--- src/hw/rtl/lfr_pkg.sv ---
// ----------------------------------------------------------------------------
// lfr_pkg: shared widths, types and codes for the linear fit block
// Sizes follow from the point store depth and the fixed field widths.
// ----------------------------------------------------------------------------
package lfr_pkg;

	localparam int MAX_POINTS = 8;
	localparam int CNT_W      = $clog2(MAX_POINTS + 1);
	localparam int ADDR_W     = (MAX_POINTS > 1) ? $clog2(MAX_POINTS) : 1;

	localparam int PWM_W   = 8;
	localparam int RPM_W   = 16;
	localparam int STORE_W = PWM_W + RPM_W;
	localparam int CFG_W   = 16;
	localparam int MVP_W   = 4;
	localparam int FRAC    = 20;

	localparam int SX_W  = RPM_W + CNT_W;
	localparam int SY_W  = PWM_W + CNT_W;
	localparam int SXY_W = RPM_W + PWM_W + CNT_W;
	localparam int SXX_W = 2 * RPM_W + CNT_W;

	localparam int D_W   = CNT_W + SXX_W;
	localparam int NUM_W = CNT_W + SXY_W + 1;
	localparam int ICP_W = 32 + SX_W + 1;
	localparam int ICN_W = ICP_W + 1;
	localparam int DVD_A = NUM_W + FRAC - 1;
	localparam int DVD_B = ICP_W;
	localparam int DVD_W = (DVD_A > DVD_B) ? DVD_A : DVD_B;
	localparam int DIV_STEPS = DVD_W;

	localparam int EP_W  = 32 + RPM_W + 1;
	localparam int E_W   = EP_W + 1;
	localparam int AE_W  = 48;
	localparam int HALF  = AE_W / 2;
	localparam int SQ_W  = 2 * AE_W;
	localparam int RES_W = SQ_W + CNT_W;
	localparam int RN_W  = RES_W + CNT_W;
	localparam int RN2_W = RES_W + 2 * CNT_W;
	localparam int DV_W  = PWM_W + CNT_W;
	localparam int TOT_W = 2 * DV_W + CNT_W;
	localparam int LV_W  = CFG_W + 1 + TOT_W;

	localparam int RES_DRAIN = 8;
	localparam int SEQ_W = $clog2(DIV_STEPS + MAX_POINTS + RES_DRAIN + 1);

	typedef logic [CNT_W-1:0]          cnt_t;
	typedef logic [ADDR_W-1:0]         addr_t;
	typedef logic [MVP_W-1:0]          mvp_t;
	typedef logic [SX_W-1:0]           sx_t;
	typedef logic [SY_W-1:0]           sy_t;
	typedef logic [SXY_W-1:0]          sxy_t;
	typedef logic [SXX_W-1:0]          sxx_t;
	typedef logic [D_W-1:0]            d_t;
	typedef logic [D_W:0]              rem_t;
	typedef logic signed [NUM_W-1:0]   num_t;
	typedef logic [NUM_W-1:0]          numu_t;
	typedef logic [DVD_W-1:0]          dvd_t;
	typedef logic signed [ICP_W-1:0]   icp_t;
	typedef logic signed [ICN_W-1:0]   icn_t;
	typedef logic signed [31:0]        q16_t;
	typedef logic signed [EP_W-1:0]    ep_t;
	typedef logic signed [E_W-1:0]     e_t;
	typedef logic [AE_W-1:0]           ae_t;
	typedef logic [2*HALF-1:0]         pp_t;
	typedef logic [SQ_W-1:0]           sq_t;
	typedef logic [RES_W-1:0]          res_t;
	typedef logic [RN_W-1:0]           rn_t;
	typedef logic [RN2_W-1:0]          rn2_t;
	typedef logic [DV_W-1:0]           dv_t;
	typedef logic signed [DV_W:0]      dvx_t;
	typedef logic [2*DV_W-1:0]         dsq_t;
	typedef logic [TOT_W-1:0]          tot_t;
	typedef logic [LV_W-1:0]           lv_t;
	typedef logic [SEQ_W-1:0]          seq_t;
	typedef logic [2:0]                status_t;

	localparam cnt_t MAX_CNT   = cnt_t'(MAX_POINTS);
	localparam seq_t DIV_LAST  = seq_t'(DIV_STEPS - 1);
	localparam seq_t RES_TAIL  = seq_t'(RES_DRAIN - 1);

	localparam logic [CFG_W-1:0] MIN_FIT_RST = 16'd62259;
	localparam mvp_t             MIN_PTS_RST = 4'd3;

	localparam logic [0:0] REG_MIN_FIT = 1'b0;
	localparam logic [0:0] REG_MIN_PTS = 1'b1;

	localparam status_t ST_OK    = 3'd0;
	localparam status_t ST_FEW   = 3'd1;
	localparam status_t ST_DEG   = 3'd2;
	localparam status_t ST_SLOPE = 3'd3;
	localparam status_t ST_POOR  = 3'd4;

	typedef struct packed {
		logic    acc;
		logic    sums_clr;
		logic    fit_clr;
		logic    div_start;
		logic    div_sel;
		logic    div_step;
		logic    slope_ld;
		logic    icpt_ld;
		logic    acc_clr;
		logic    rd_en;
		addr_t   rd_addr;
		logic    out_ld;
		status_t status;
	} lfr_cmd_t;

	typedef struct packed {
		logic too_few;
		logic degen;
		logic slope_pos;
		logic good;
		cnt_t count;
	} lfr_sts_t;

endpackage

--- src/hw/rtl/lfr_ctl.sv ---
// ----------------------------------------------------------------------------
// lfr_ctl: fit sequencer
// Accepts points, then steps the datapath through the fit, the residual
// pass and the hand-off of one result word.
// ----------------------------------------------------------------------------
module lfr_ctl (
	input  logic              clk,
	input  logic              arst_n,
	input  logic              in_valid,
	input  logic              in_last,
	output logic              in_ready,
	output logic              out_valid,
	input  logic              out_ready,
	input  lfr_pkg::lfr_sts_t sts,
	output lfr_pkg::lfr_cmd_t cmd
);

	localparam logic [3:0] S_IDLE = 4'd0;
	localparam logic [3:0] S_PROD = 4'd1;
	localparam logic [3:0] S_DIFF = 4'd2;
	localparam logic [3:0] S_CHK  = 4'd3;
	localparam logic [3:0] S_DIV1 = 4'd4;
	localparam logic [3:0] S_SLP  = 4'd5;
	localparam logic [3:0] S_ICM  = 4'd6;
	localparam logic [3:0] S_ICS  = 4'd7;
	localparam logic [3:0] S_DIV2 = 4'd8;
	localparam logic [3:0] S_ICL  = 4'd9;
	localparam logic [3:0] S_RES  = 4'd10;
	localparam logic [3:0] S_EVAL = 4'd11;
	localparam logic [3:0] S_FIN  = 4'd12;

	logic [3:0]       state_q, state_d;
	lfr_pkg::seq_t    cnt_q, cnt_d;
	lfr_pkg::status_t stat_q, stat_d;
	logic             ov_q;
	logic             out_free;

	assign out_free  = !ov_q || out_ready;
	assign out_valid = ov_q;
	assign in_ready  = (state_q == S_IDLE);

	always_comb begin
		state_d = state_q;
		cnt_d   = cnt_q;
		stat_d  = stat_q;
		cmd     = '0;
		cmd.status  = stat_q;
		cmd.rd_addr = cnt_q[lfr_pkg::ADDR_W-1:0];
		case (state_q)
			S_IDLE: begin
				cmd.acc = in_valid;
				if (in_valid && in_last) begin
					state_d = S_PROD;
				end
			end
			S_PROD: begin
				cmd.fit_clr = 1'b1;
				state_d = S_DIFF;
			end
			S_DIFF: state_d = S_CHK;
			S_CHK: begin
				cnt_d = '0;
				if (sts.too_few) begin
					stat_d  = lfr_pkg::ST_FEW;
					state_d = S_FIN;
				end else if (sts.degen) begin
					stat_d  = lfr_pkg::ST_DEG;
					state_d = S_FIN;
				end else begin
					cmd.div_start = 1'b1;
					state_d = S_DIV1;
				end
			end
			S_DIV1: begin
				cmd.div_step = 1'b1;
				cnt_d = cnt_q + 1'b1;
				if (cnt_q == lfr_pkg::DIV_LAST) begin
					state_d = S_SLP;
				end
			end
			S_SLP: begin
				cmd.slope_ld = 1'b1;
				state_d = S_ICM;
			end
			// wait for slope times sum x to register
			S_ICM: state_d = S_ICS;
			S_ICS: begin
				cmd.div_start = 1'b1;
				cmd.div_sel   = 1'b1;
				cnt_d = '0;
				state_d = S_DIV2;
			end
			S_DIV2: begin
				cmd.div_step = 1'b1;
				cnt_d = cnt_q + 1'b1;
				if (cnt_q == lfr_pkg::DIV_LAST) begin
					state_d = S_ICL;
				end
			end
			S_ICL: begin
				cmd.icpt_ld = 1'b1;
				cmd.acc_clr = 1'b1;
				cnt_d = '0;
				if (!sts.slope_pos) begin
					stat_d  = lfr_pkg::ST_SLOPE;
					state_d = S_FIN;
				end else begin
					state_d = S_RES;
				end
			end
			// issue one read per cycle, then drain the residual pipeline
			S_RES: begin
				cmd.rd_en = cnt_q < lfr_pkg::seq_t'(sts.count);
				cnt_d = cnt_q + 1'b1;
				if (cnt_q == lfr_pkg::seq_t'(sts.count) + lfr_pkg::RES_TAIL) begin
					state_d = S_EVAL;
				end
			end
			S_EVAL: begin
				stat_d  = sts.good ? lfr_pkg::ST_OK : lfr_pkg::ST_POOR;
				state_d = S_FIN;
			end
			S_FIN: begin
				if (out_free) begin
					cmd.out_ld   = 1'b1;
					cmd.sums_clr = 1'b1;
					state_d = S_IDLE;
				end
			end
			default: state_d = S_IDLE;
		endcase
	end

	always_ff @(posedge clk or negedge arst_n) begin
		if (!arst_n) begin
			state_q <= S_IDLE;
			cnt_q   <= '0;
			stat_q  <= lfr_pkg::ST_OK;
			ov_q    <= 1'b0;
		end else begin
			state_q <= state_d;
			cnt_q   <= cnt_d;
			stat_q  <= stat_d;
			if (cmd.out_ld) begin
				ov_q <= 1'b1;
			end else if (out_ready) begin
				ov_q <= 1'b0;
			end
		end
	end

	a_no_overwrite: assert property (@(posedge clk) disable iff (!arst_n)
		cmd.out_ld |-> out_free)
		else $error("result word loaded over an untaken one");

	a_load_ends_fit: assert property (@(posedge clk) disable iff (!arst_n)
		cmd.out_ld |=> (state_q == S_IDLE) && ov_q)
		else $error("result load did not return to idle with a word pending");

	a_fit_starts_div: assert property (@(posedge clk) disable iff (!arst_n)
		(state_q == S_CHK) && !sts.too_few && !sts.degen |=> (state_q == S_DIV1))
		else $error("non-degenerate fit did not start the slope division");

endmodule
--- config.mk ---
export PLATFORM = sky130hd
export DESIGN_NAME = lfr_ctl
export DESIGN_NICKNAME = d
export VERILOG_FILES = /design/src/hw/rtl/lfr_pkg.sv /design/src/hw/rtl/lfr_ctl.sv
export SDC_FILE = /design/constraint.sdc
export NUM_CORES = 1
export LEC_CHECK = 0
export BUFFER_PORTS_ARGS = -buffer_cell sky130_fd_sc_hd__buf_2
export CAP_MARGIN = 5
export CELL_PAD_IN_SITES_DETAIL_PLACEMENT = 0
export CELL_PAD_IN_SITES_GLOBAL_PLACEMENT = 1
export CORE_MARGIN = 5
export CORE_UTILIZATION = 25
export DETAILED_ROUTE_END_ITERATION = 7
export PLACE_DENSITY = 0.66
export SYNTH_ARGS = -nofsm -noshare
export SYNTH_HDL_FRONTEND = slang
export SYNTH_SLANG_ARGS = --single-unit
--- constraint.sdc ---
create_clock -name clk -period 3.7 [get_ports clk]
set_clock_uncertainty 0.05 [all_clocks]
set_input_delay 0.185 -clock clk [delete_from_list [all_inputs] [get_ports clk]]
set_output_delay 0.185 -clock clk [all_outputs]
set_load 0.005 [all_outputs]
==> results.md, run 1 <==
- DR iter-0 viols: 43
- DIE WIDTH: about 80 um
- Syn Area/Cell: 8.91 um2
- Clock sinks: 15
- Most frequent cells in the layout: buf_2 (31), dfrtp_1 (15), nor2_1 (11), inv_1 (8)
- Cell Pwr Density: 231 nW/um2
- Period utilization: 56.0%
- CTS tree: done
- Synth warnings: 0
- Cells after Synth: 138
- NetSw: between 70 and 80 uW
- CP top delay family: flip-flops
- Die area: 6420 um2
- Root Driver: clkbuf_8
- Flop pwr share: 50.1%
- Post-DP HPWL: 2.26 mm
- Initial antenna violation count: 0
- Final ANT Viol Nets: 0
- Post-Synthesis Net Count: 158
- Largest net degree at the start of global routing: 17
- Fin nets: around 180
- Core Region: 4750 um2
- Initial Util: 25.9%
- Pre-Repair DR Iteration Count: 4
- Post-synthesis sequential area ratio: a little under a third
- Setup TNS: 0 ns
- Synth Register Bits: 15
- Library cells used by synthesis: 47
- Post-synth top area share: between 30% and 40%
- Worst-path cell chain: or3b_1 -> a21oi_2 -> mux2_1 -> mux2i_1
- Fmax: 483 MHz
- Final hold viol count: 0
- Via Count: 1037
- Layout cell share with drive strength beyond 1: 27.8%
- Worst path slowest cell: dfrtp_1
- Setup violators final: 0
- Global route overflow: 0
- RSZ-0062 raised after global routing: false
- Placed inst area: 1360 um2
- Die Height: 80.1 um
- Leak: 0.000690 uW
- Row count: 25
- Max-slew violation count: 0
- WL final: 2.89 mm
- Fillers: roughly 550
- Number of flops mapped to enable cells by yosys: 0
- Post-cts sizing count: 0
- Area Growth Syn to Fin: 15.5%
- Comb pwr share: 8.2%
- Routed vias/inst: 4.53
- Status: finished, final reports clean
- Worst slew margin: 67.7%
- Routability congestion estimate: about 0.74
- Synth area leaders: dfrtp_1 (31%), ha_1 (7.1%), buf_6 (4.6%)
- WP data arrival: 2.19 ns
- Port bufs: 31
- Clock transition at the registers of the reported paths: ~0.07 ns
- Clk_lat worst skew: 0.25 ns
- Cell Int Power: 251 uW
- Switch share: 23.3%
- Fraction of registers with async set/reset: 100%
- I/O Pins: 32
- Final instance area: 1420 um2
- Total CTS buffers: 3
- Area leader, netlist: dfrtp_1
- Max Buffers Root-to-Sink: 2
- H-tree depth: 1
- Mapped Area: 1230 um2
- Ys flop type: dfrtp_1
- Startpoint Class: register
- Min Tclk post-route: 2.07 ns
- Vias in the first global route: 1088
- Critical Path Sink Type: register
- Setup Crit Path Kind: register to register
- Wire per inst: 12.6 um
- CP bufs+invs: 0
- Residual DRC: 0
- # diodes: 0
- First-pass GRT wire length: 5.20 mm
- Slew @ Worst Pin: 0.484 ns
- Crit-path max FO: 16
- CP required: 3.82 ns
- HP Class: input pin to register
- CP max stage delay: roughly 0.62 ns
- Max IR drop VDD: 0.123 mV
- GRT Total Usage: about a tenth
- Clock Power Share: between 40% and 50%
- # Max-Cap Violations: 0
- Commonest non-fill, non-tap cell in the layout: buf_2
[final timing paths]
check / startpoint / end / slack (ns) / cells after the start
hold / removal: sts[4] / stat_q[2] / 0.08 / 2
max in group asynchronous: arst_n / cnt_q[4] / 2.99 / 2
setup reg to reg: state_q[2] / cnt_q[2] / 1.63 / 4
setup / recovery: state_q[2] / cnt_q[2] / 1.63 / 4
hold reg to reg: stat_q[1] / stat_q[1] / 0.45 / 1
min in group asynchronous: arst_n / out_valid / 0.34 / 2
[what timing repair did]
action                                 CTS  global route
hold buffers                             1             0
endpoints found under the hold margin   15             0
setup buffers                            0             0
[power groups by stage]
stage	combinational (uW)	clock, uW	sequential [uW]
after floorplan	12.5	0	167
after global placement	26.5	0	167
after detailed placement	26.6	0	167
after CTS	27.8	144	164
after global routing	32.4	149	164
final	26.9	137	164
[cell families after synthesis]
kind of cell | synth area share (%)
xor+xnor | 4.27
fa+ha+maj | 7.12
compound gates | 17.1
buf+inv | 11.6
flops | 30.5
simple gates | 23.4
mux | 6.00
[flip-flops by register name (all words and copies together) (netlist names)]
register / cells
cnt_q: 7
stat_q: 3
state_q: 4
out_valid: 1
[synth_stat cells, types with 2 or more instances]
master,count
xnor2_1,4
a32o_1,2
xor2_1,2
a31oi_1,2
buf_6,5
dfrtp_1,15
nor3_1,5
buf_4,6
nor2b_1,2
nor2_1,11
and3_2,2
nand2_1,7
nand2b_1,5
nor3b_1,2
a22o_1,4
inv_2,2
mux2i_1,4
o21ai_0,6
nand3_1,3
nand4_1,3
mux2_2,2
inv_1,8
a21oi_1,6
ha_1,7
[routing by layer]
metal | global-route usage [%] | vias to the layer above | part of all wire (%)
li1 | - | 534 | -
met1 | 13.9 | 475 | 51
met2 | 15.6 | 28 | 42
met3 | 2.80 | 0 | 7.2
met4 | 1.52 | 0 | 0
met5 | 0 | - | 0
[stage by stage]
step	worst slack [ns]	total power (uW)	cells	hold WS [ns]	util, %
after floorplan	2.02	180	138	-0.161	-
final	1.63	327	229	0.0843	29.9
after CTS	1.62	336	229	0.0771	29.9
after global routing	1.44	345	229	0.0815	29.9
after global placement	1.68	194	224	0.0719	28.7
after detailed placement	1.65	194	224	0.0774	28.7
[layout make-up]
| type | instances | area, um2 | area share [%] |
|---|---|---|---|
| clock inverter | 1 | 5.00 | 0.352 |
| sequential | 15 | 375 | 26.4 |
| timing repair buffer | 32 | 165 | 11.6 |
| tap | 67 | 83.8 | 5.90 |
| clock buffer | 3 | 41.3 | 2.91 |
| inverter | 10 | 37.5 | 2.64 |
| multi-input combinational | 101 | 712 | 50.1 |
No activity file was read; power rests on OpenSTA's default activity.
==> inputs of run 2 (changes only) <==
- clock period: 3.7 -> 2.2 ns (I/O delays scaled with it)
==> run 2 against run 1 <==
- critical path depth grew 2
- flip-flop and latch count is the same
- count of clock-buffer cells in the layout grew 1
- clock power grew 67%
- critical path type is now register to primary output
- sequential power grew 68%
==> results.md, run 2 (synthesis gave the netlist of run 1 again) <==
- Initial antenna violation count: 0 (unchanged)
- Post-cts sizing count: 0 (unchanged)
- Root Driver: clkbuf_8
- Area Growth Syn to Fin: 18.6%
- WP data arrival: 1.63 ns (-0.56 ns)
- Crit-path max FO: 8 (-8)
- Util after Layout: 30.7% (+0.82 points)
- Pre-Repair DR Iteration Count: 4 (unchanged)
- Multi-input logic area: 712 um2 (unchanged)
- Min Tclk post-route: around 1.8 ns
- Max layer used: met4
- I/O Pins: 32 (unchanged)
- Slew @ Worst Pin: 0.379 ns (-0.105 ns)
- Final hold viol count: 0 (unchanged)
- Cell Pwr Density: 378 nW/um2 (+64%)
- DR iter-0 viols: 43 (unchanged)
- WL final: 2.99 mm (+3.4%)
- Critical Path Sink Type: primary output
- Setup TNS: 0 ns (unchanged)
- Placed Instances: 228 (+1.8%)
- Fillers: 545 (-1.3%)
- Clock transition at the registers of the reported paths: 0.07 ns (about the same)
- Die Height: 80.1 um (unchanged)
- H-tree depth: 1 (unchanged)
- Fin cells: 234 (+2.2%)
- Startpoint Class: register
- RSZ-0062 raised after global routing: false
- # diodes: 0 (unchanged)
- Fin nets: 188 (+2.7%)
- Registers with the most flip-flops: cnt_q (7), state_q (4), stat_q (3)
- Clk_lat worst skew: 0.25 ns (about the same)
- Register area: 375 um2 (unchanged)
- Largest net degree at the start of global routing: 16 (-1)
- Max-slew violation count: 0 (unchanged)
- HP Class: input pin to register
- Worst slew margin: 74.7% (+7.0 points)
- Clock sinks: 15 (unchanged)
- Global route overflow: 0 (unchanged)
- Max FFs per register: 7 (unchanged)
- Routed vias/inst: 4.59 (+1.3%)
- Core Region: 4750 um2 (unchanged)
- Status: finished, final reports clean
- CP required: 2.04 ns (-1.78 ns)
- Most frequent cells in the layout: buf_2 (31), dfrtp_1 (15), nor2_1 (11), inv_1 (8)
- Row count: 25 (unchanged)
- GRT Total Usage: 9.83% (-0.17 points)
- Met2 routed WL: 1.24 mm (+2.2%)
- Setup Crit Path Kind: register to primary output
- Max IR drop VDD: 0.182 mV (+48%)
- Commonest non-fill, non-tap cell in the layout: buf_2
- Routability congestion estimate: 0.708 (-3.9%)
- Period utilization: 81.4%
- # Max-Cap Violations: 0 (unchanged)
- Metal3 WL: 232 um (+11%)
- Via Count: 1073 (+3.5%)
- Residual DRC: 0 (unchanged)
- First-pass GRT wire length: 5.08 mm (-2.4%)
- Total CTS buffers: 3 (unchanged)
- CTS tree: done
- Leak: 0.000711 uW (+3.0%)
- Met1 wire length: 1.52 mm (+2.9%)
- Top reg by flops: cnt_q
- Fmax: 558 MHz
- DIE WIDTH: 80.1 um (unchanged)
- Layout cell share with drive strength beyond 1: 28.7% (+0.96 points)
- Vias in the first global route: 1050 (-3.5%)
- Die area: 6420 um2 (unchanged)
- Max Buffers Root-to-Sink: 2 (unchanged)
- Initial Util: 25.9% (unchanged)
- Post-DP HPWL: 2.29 mm (+1.1%)
- Setup violators final: 0 (unchanged)
- Final ANT Viol Nets: 0 (unchanged)
- Port bufs: 31 (unchanged)
- Wire per inst: 12.8 um (+1.2%)
## run 2: what timing repair did
item | 4_1_cts | 5_1_grt
hold buffers | 1 | 1
endpoints found under the hold margin | 15 | 1
setup buffers | 0 | 0
## run 2: per-layer routing
metal	vias up	track usage, %
met3	2	3.48
met4	0	1.01
met1	491	13.6
met2	34	15.1
met5	-	0
li1	546	-
## run 2: path summary, 6_finish.rpt
path | startpoint | end | slack, ns | cells after the start
max | cnt_q[1] | cmd[7] | 0.41 | 6
min | out_ready | out_valid | 0.20 | 3
max reg2reg | cnt_q[1] | state_q[0] | 0.42 | 6
min reg2reg | stat_q[1] | stat_q[1] | 0.46 | 1
max in group asynchronous | arst_n | cnt_q[2] | 1.58 | 2
min in group asynchronous | arst_n | out_valid | 0.25 | 2
## run 2: cell type report
class / count / share of cell area (%)
multi-input cells: 101 / 48.8
flip-flops and latches: 15 / 25.7
repair buffers: 37 / 14.1
well taps: 67 / 5.75
clock buffers: 4 / 3.09
inverters: 10 / 2.57
## run 2: through the flow
step	setup WS [ns]	power [uW]	hold slack, ns	instance area [um2]
floorplan	0.516	302	-0.236	1230
global placement	0.445	326	0.00323	1390
detailed placement	0.402	325	-0.00203	1390
CTS	0.366	560	0.00245	1450
global route	0.239	584	0.231	1460
finish	0.409	551	0.200	1460
## run 2: worst max-delay path: stages, from the launching register on
cell and delay (ns):
dfrtp_1 0.46, ha_1 0.29, nor2b_1 0.12, o21ai_0 0.14, nand2b_1 0.08, a21oi_1 0.15
buf_2 0.13
## run 2: power breakdown
part / internal, uW / total (uW) / switching [uW]
clock network: 128 / 229 / 101
logic: 22.5 / 46.3 / 23.8
registers: 276 / 276 / 0.0000000000000331
total: 427 / 551 / 124
==> inputs of run 3 (changes only) <==
- PLACE_DENSITY: 0.66 -> 0.68
- clock period: 2.2 -> 1.5 ns (I/O delays scaled with it)
==> run 3 against run 2 <==
- the flow now finishes with violations (setup timing)
- worst hold slack got worse by 0.035 ns
- worst setup slack worse by 0.56 ns
- non-clock buffer count is 31 higher
- first-iteration DRC count is 2.3% lower
- highest routed layer is now met3
==> results.md, run 3 (synthesis gave the netlist of run 1 again) <==
- Status: finished, violations left
- Failing checks: setup timing
- Cell Pwr Density: 429 nW/um2 (+13%)
- CP top delay family: flip-flops
- Flop2flop setup slack: -0.08 ns (-0.50 ns)
- Initial antenna violation count: 0 (unchanged)
- HP Class: input pin to register
- Registers with the most flip-flops: cnt_q (7), state_q (4), stat_q (3)
- Final WS setup: -0.152 ns (-0.560 ns)
- Capture point of the worst reg-to-reg path: cnt_q[0]
- DIE WIDTH: 80.1 um (unchanged)
- Clock sinks: 15 (unchanged)
- Row count: 25 (unchanged)
- Commonest non-fill, non-tap cell in the layout: buf_2
- Min Tclk post-route: 1.65 ns
- Root Driver: clkbuf_8
- WL final: 3.41 mm (+14%)
- Fin nets: 219 (+16%)
- Max FFs per register: 7 (unchanged)
- Max Buffers Root-to-Sink: 2 (unchanged)
- Critical Path Sink Type: primary output
- I/O Pins: 32 (unchanged)
- Post-DP HPWL: 2.57 mm (+12%)
- Worst-path cell chain: ha_1 -> nor2b_1 -> o21ai_1 -> nand2b_1 -> a21oi_2 -> buf_2
- Global route overflow: 0 (unchanged)
- First-pass GRT wire length: 5.61 mm (+10%)
- DR iter-0 viols: 42 (-2.3%)
- Via Count: 1182 (+10%)
- CP max stage delay: 0.41 ns (-0.05 ns)
- Layout cell share with drive strength beyond 1: 53.0% (+24 points)
- RSZ-0062 raised after global routing: true
- Cell depth of the worst flop-to-flop path: 5 (-1)
- Final instance area: 1900 um2 (+30%)
- GRT Total Usage: 10.8% (+1.0 points)
- Setup Crit Path Kind: register to primary output
- Period utilization: 110%
- Startpoint Class: register
- Pre-Repair DR Iteration Count: 4 (unchanged)
- CP required: 1.37 ns (-0.67 ns)
- CP Depth: 6 (unchanged)
- Fmax: 605 MHz
- Slew @ Worst Pin: 0.376 ns (-0.00326 ns)
- Worst slew margin: 75.0% (+0.22 points)
- Max IR drop VDD: 0.335 mV (+85%)
- Final hold viol count: 0 (unchanged)
- Crit-path max FO: 3 (-5)
- Die Height: 80.1 um (unchanged)
- Total CTS buffers: 3 (unchanged)
- Routability congestion estimate: 0.817 (+15%)
- Area Growth Syn to Fin: 54.3%
- Worst path slowest cell: dfrtp_1
- Vias in the first global route: 1210 (+15%)
- Die area: 6420 um2 (unchanged)
- Most frequent cells in the layout: buf_2 (31), buf_4 (25), dfrtp_1 (13), nor2_1 (10), buf_6 (10)
- Final ANT Viol Nets: 0 (unchanged)
- Routed vias/inst: 4.46 (-2.7%)
- Core Region: 4750 um2 (unchanged)
- Setup violators final: 8 (+8)
- Clk_lat worst skew: 0.25 ns (about the same)
- Util after Layout: 39.9% (+9.2 points)
- Placed inst area: 1580 um2 (+14%)
- # Max-Cap Violations: 0 (unchanged)
- Leak: 0.000935 uW (+32%)
- Reg2reg start: state_q[1]
- Critical Path End: cmd[7]
- Wire per inst: 12.9 um (+0.69%)
- CTS tree: done
- Fillers: 508 (-6.8%)
- Initial Util: 25.9% (unchanged)
- H-tree depth: 1 (unchanged)
- # diodes: 0 (unchanged)
- Largest net degree at the start of global routing: 16 (unchanged)
- Critical path origin: cnt_q[1]
- Design Power: 814 uW (+48%)
- Max-slew violation count: 0 (unchanged)
- CP bufs+invs: 1 (unchanged)
- Worst slack at placement: -0.0803 ns (-0.482 ns)
- Port bufs: 31 (unchanged)
- Top reg by flops: cnt_q
- Clock transition at the registers of the reported paths: 0.07 ns (about the same)
- Residual DRC: 0 (unchanged)
- WP data arrival: 1.53 ns (-0.10 ns)
- Setup TNS: -0.538 ns (-0.538 ns)
-- run 3: tightest hold or removal path, delay by kind of cell --
family / cells / cell delay [ns]
buffers and inverters: 1 / 0.07
AOI/OAI and AO/OA: 1 / 0.10
and+or+nand+nor: 1 / 0.17
-- run 3: cell type report --
cell class,instances,area [um2],share of cell area (%)
clock buffer,3,41.3,2.18
timing repair buffer,68,475,25.0
clock inverter,1,5.00,0.264
multi-input combinational,101,870,45.8
inverter,10,45.0,2.37
tap,67,83.8,4.42
sequential,15,378,19.9
-- run 3: how the worst min path moves through the flow --
stage	from	endpoint	slack, ns	cells past startpoint
4_1_cts	out_ready	out_valid	0.17	3
5_1_grt	sts[5]	state_q[1]	0.23	4
6_report	out_ready	out_valid	0.16	3
2_1_floorplan	arst_n	cnt_q[0]	-0.27	0
3_5_place_dp	arst_n	out_valid	-0.03	1
3_3_place_gp	arst_n	stat_q[2]	-0.04	1
-- run 3: repair_timing --
| action | in CTS | in global routing |
|---|---|---|
| endpoints found under the setup margin | 18 | 20 |
| gates resized for setup | 21 | 24 |
| buffers inserted | 3 | 6 |
| pin swaps | 11 | 10 |
| hold buffers | 2 | 0 |
| endpoints found under the hold margin | 16 | 0 |
-- run 3: per-layer routing --
| layer | wire length, um | GRT usage [%] | vias to the layer above |
|---|---|---|---|
| li1 | - | - | 614 |
| met1 | 1650 | 14.4 | 536 |
| met2 | 1540 | 17.8 | 32 |
| met3 | 213 | 3.36 | 0 |
| met4 | 0 | 1.01 | 0 |
| met5 | 0 | 0 | - |
-- run 3: through the flow --
step / cells / hold WS (ns)
global placement: 250 / -0.0366
global route: 265 / 0.233
floorplan: 138 / -0.271
CTS: 259 / 0.165
detailed placement: 250 / -0.0318
finish: 265 / 0.165
-- run 3: power by group --
part | leakage, uW | switching (uW) | internal [uW] | total [uW]
combinational | 0.000732 | 39.8 | 35.8 | 75.7
clock | 0.0000255 | 150 | 184 | 333
sequential | 0.000177 | 0.0000000000000486 | 404 | 404
total | 0.000935 | 190 | 624 | 814
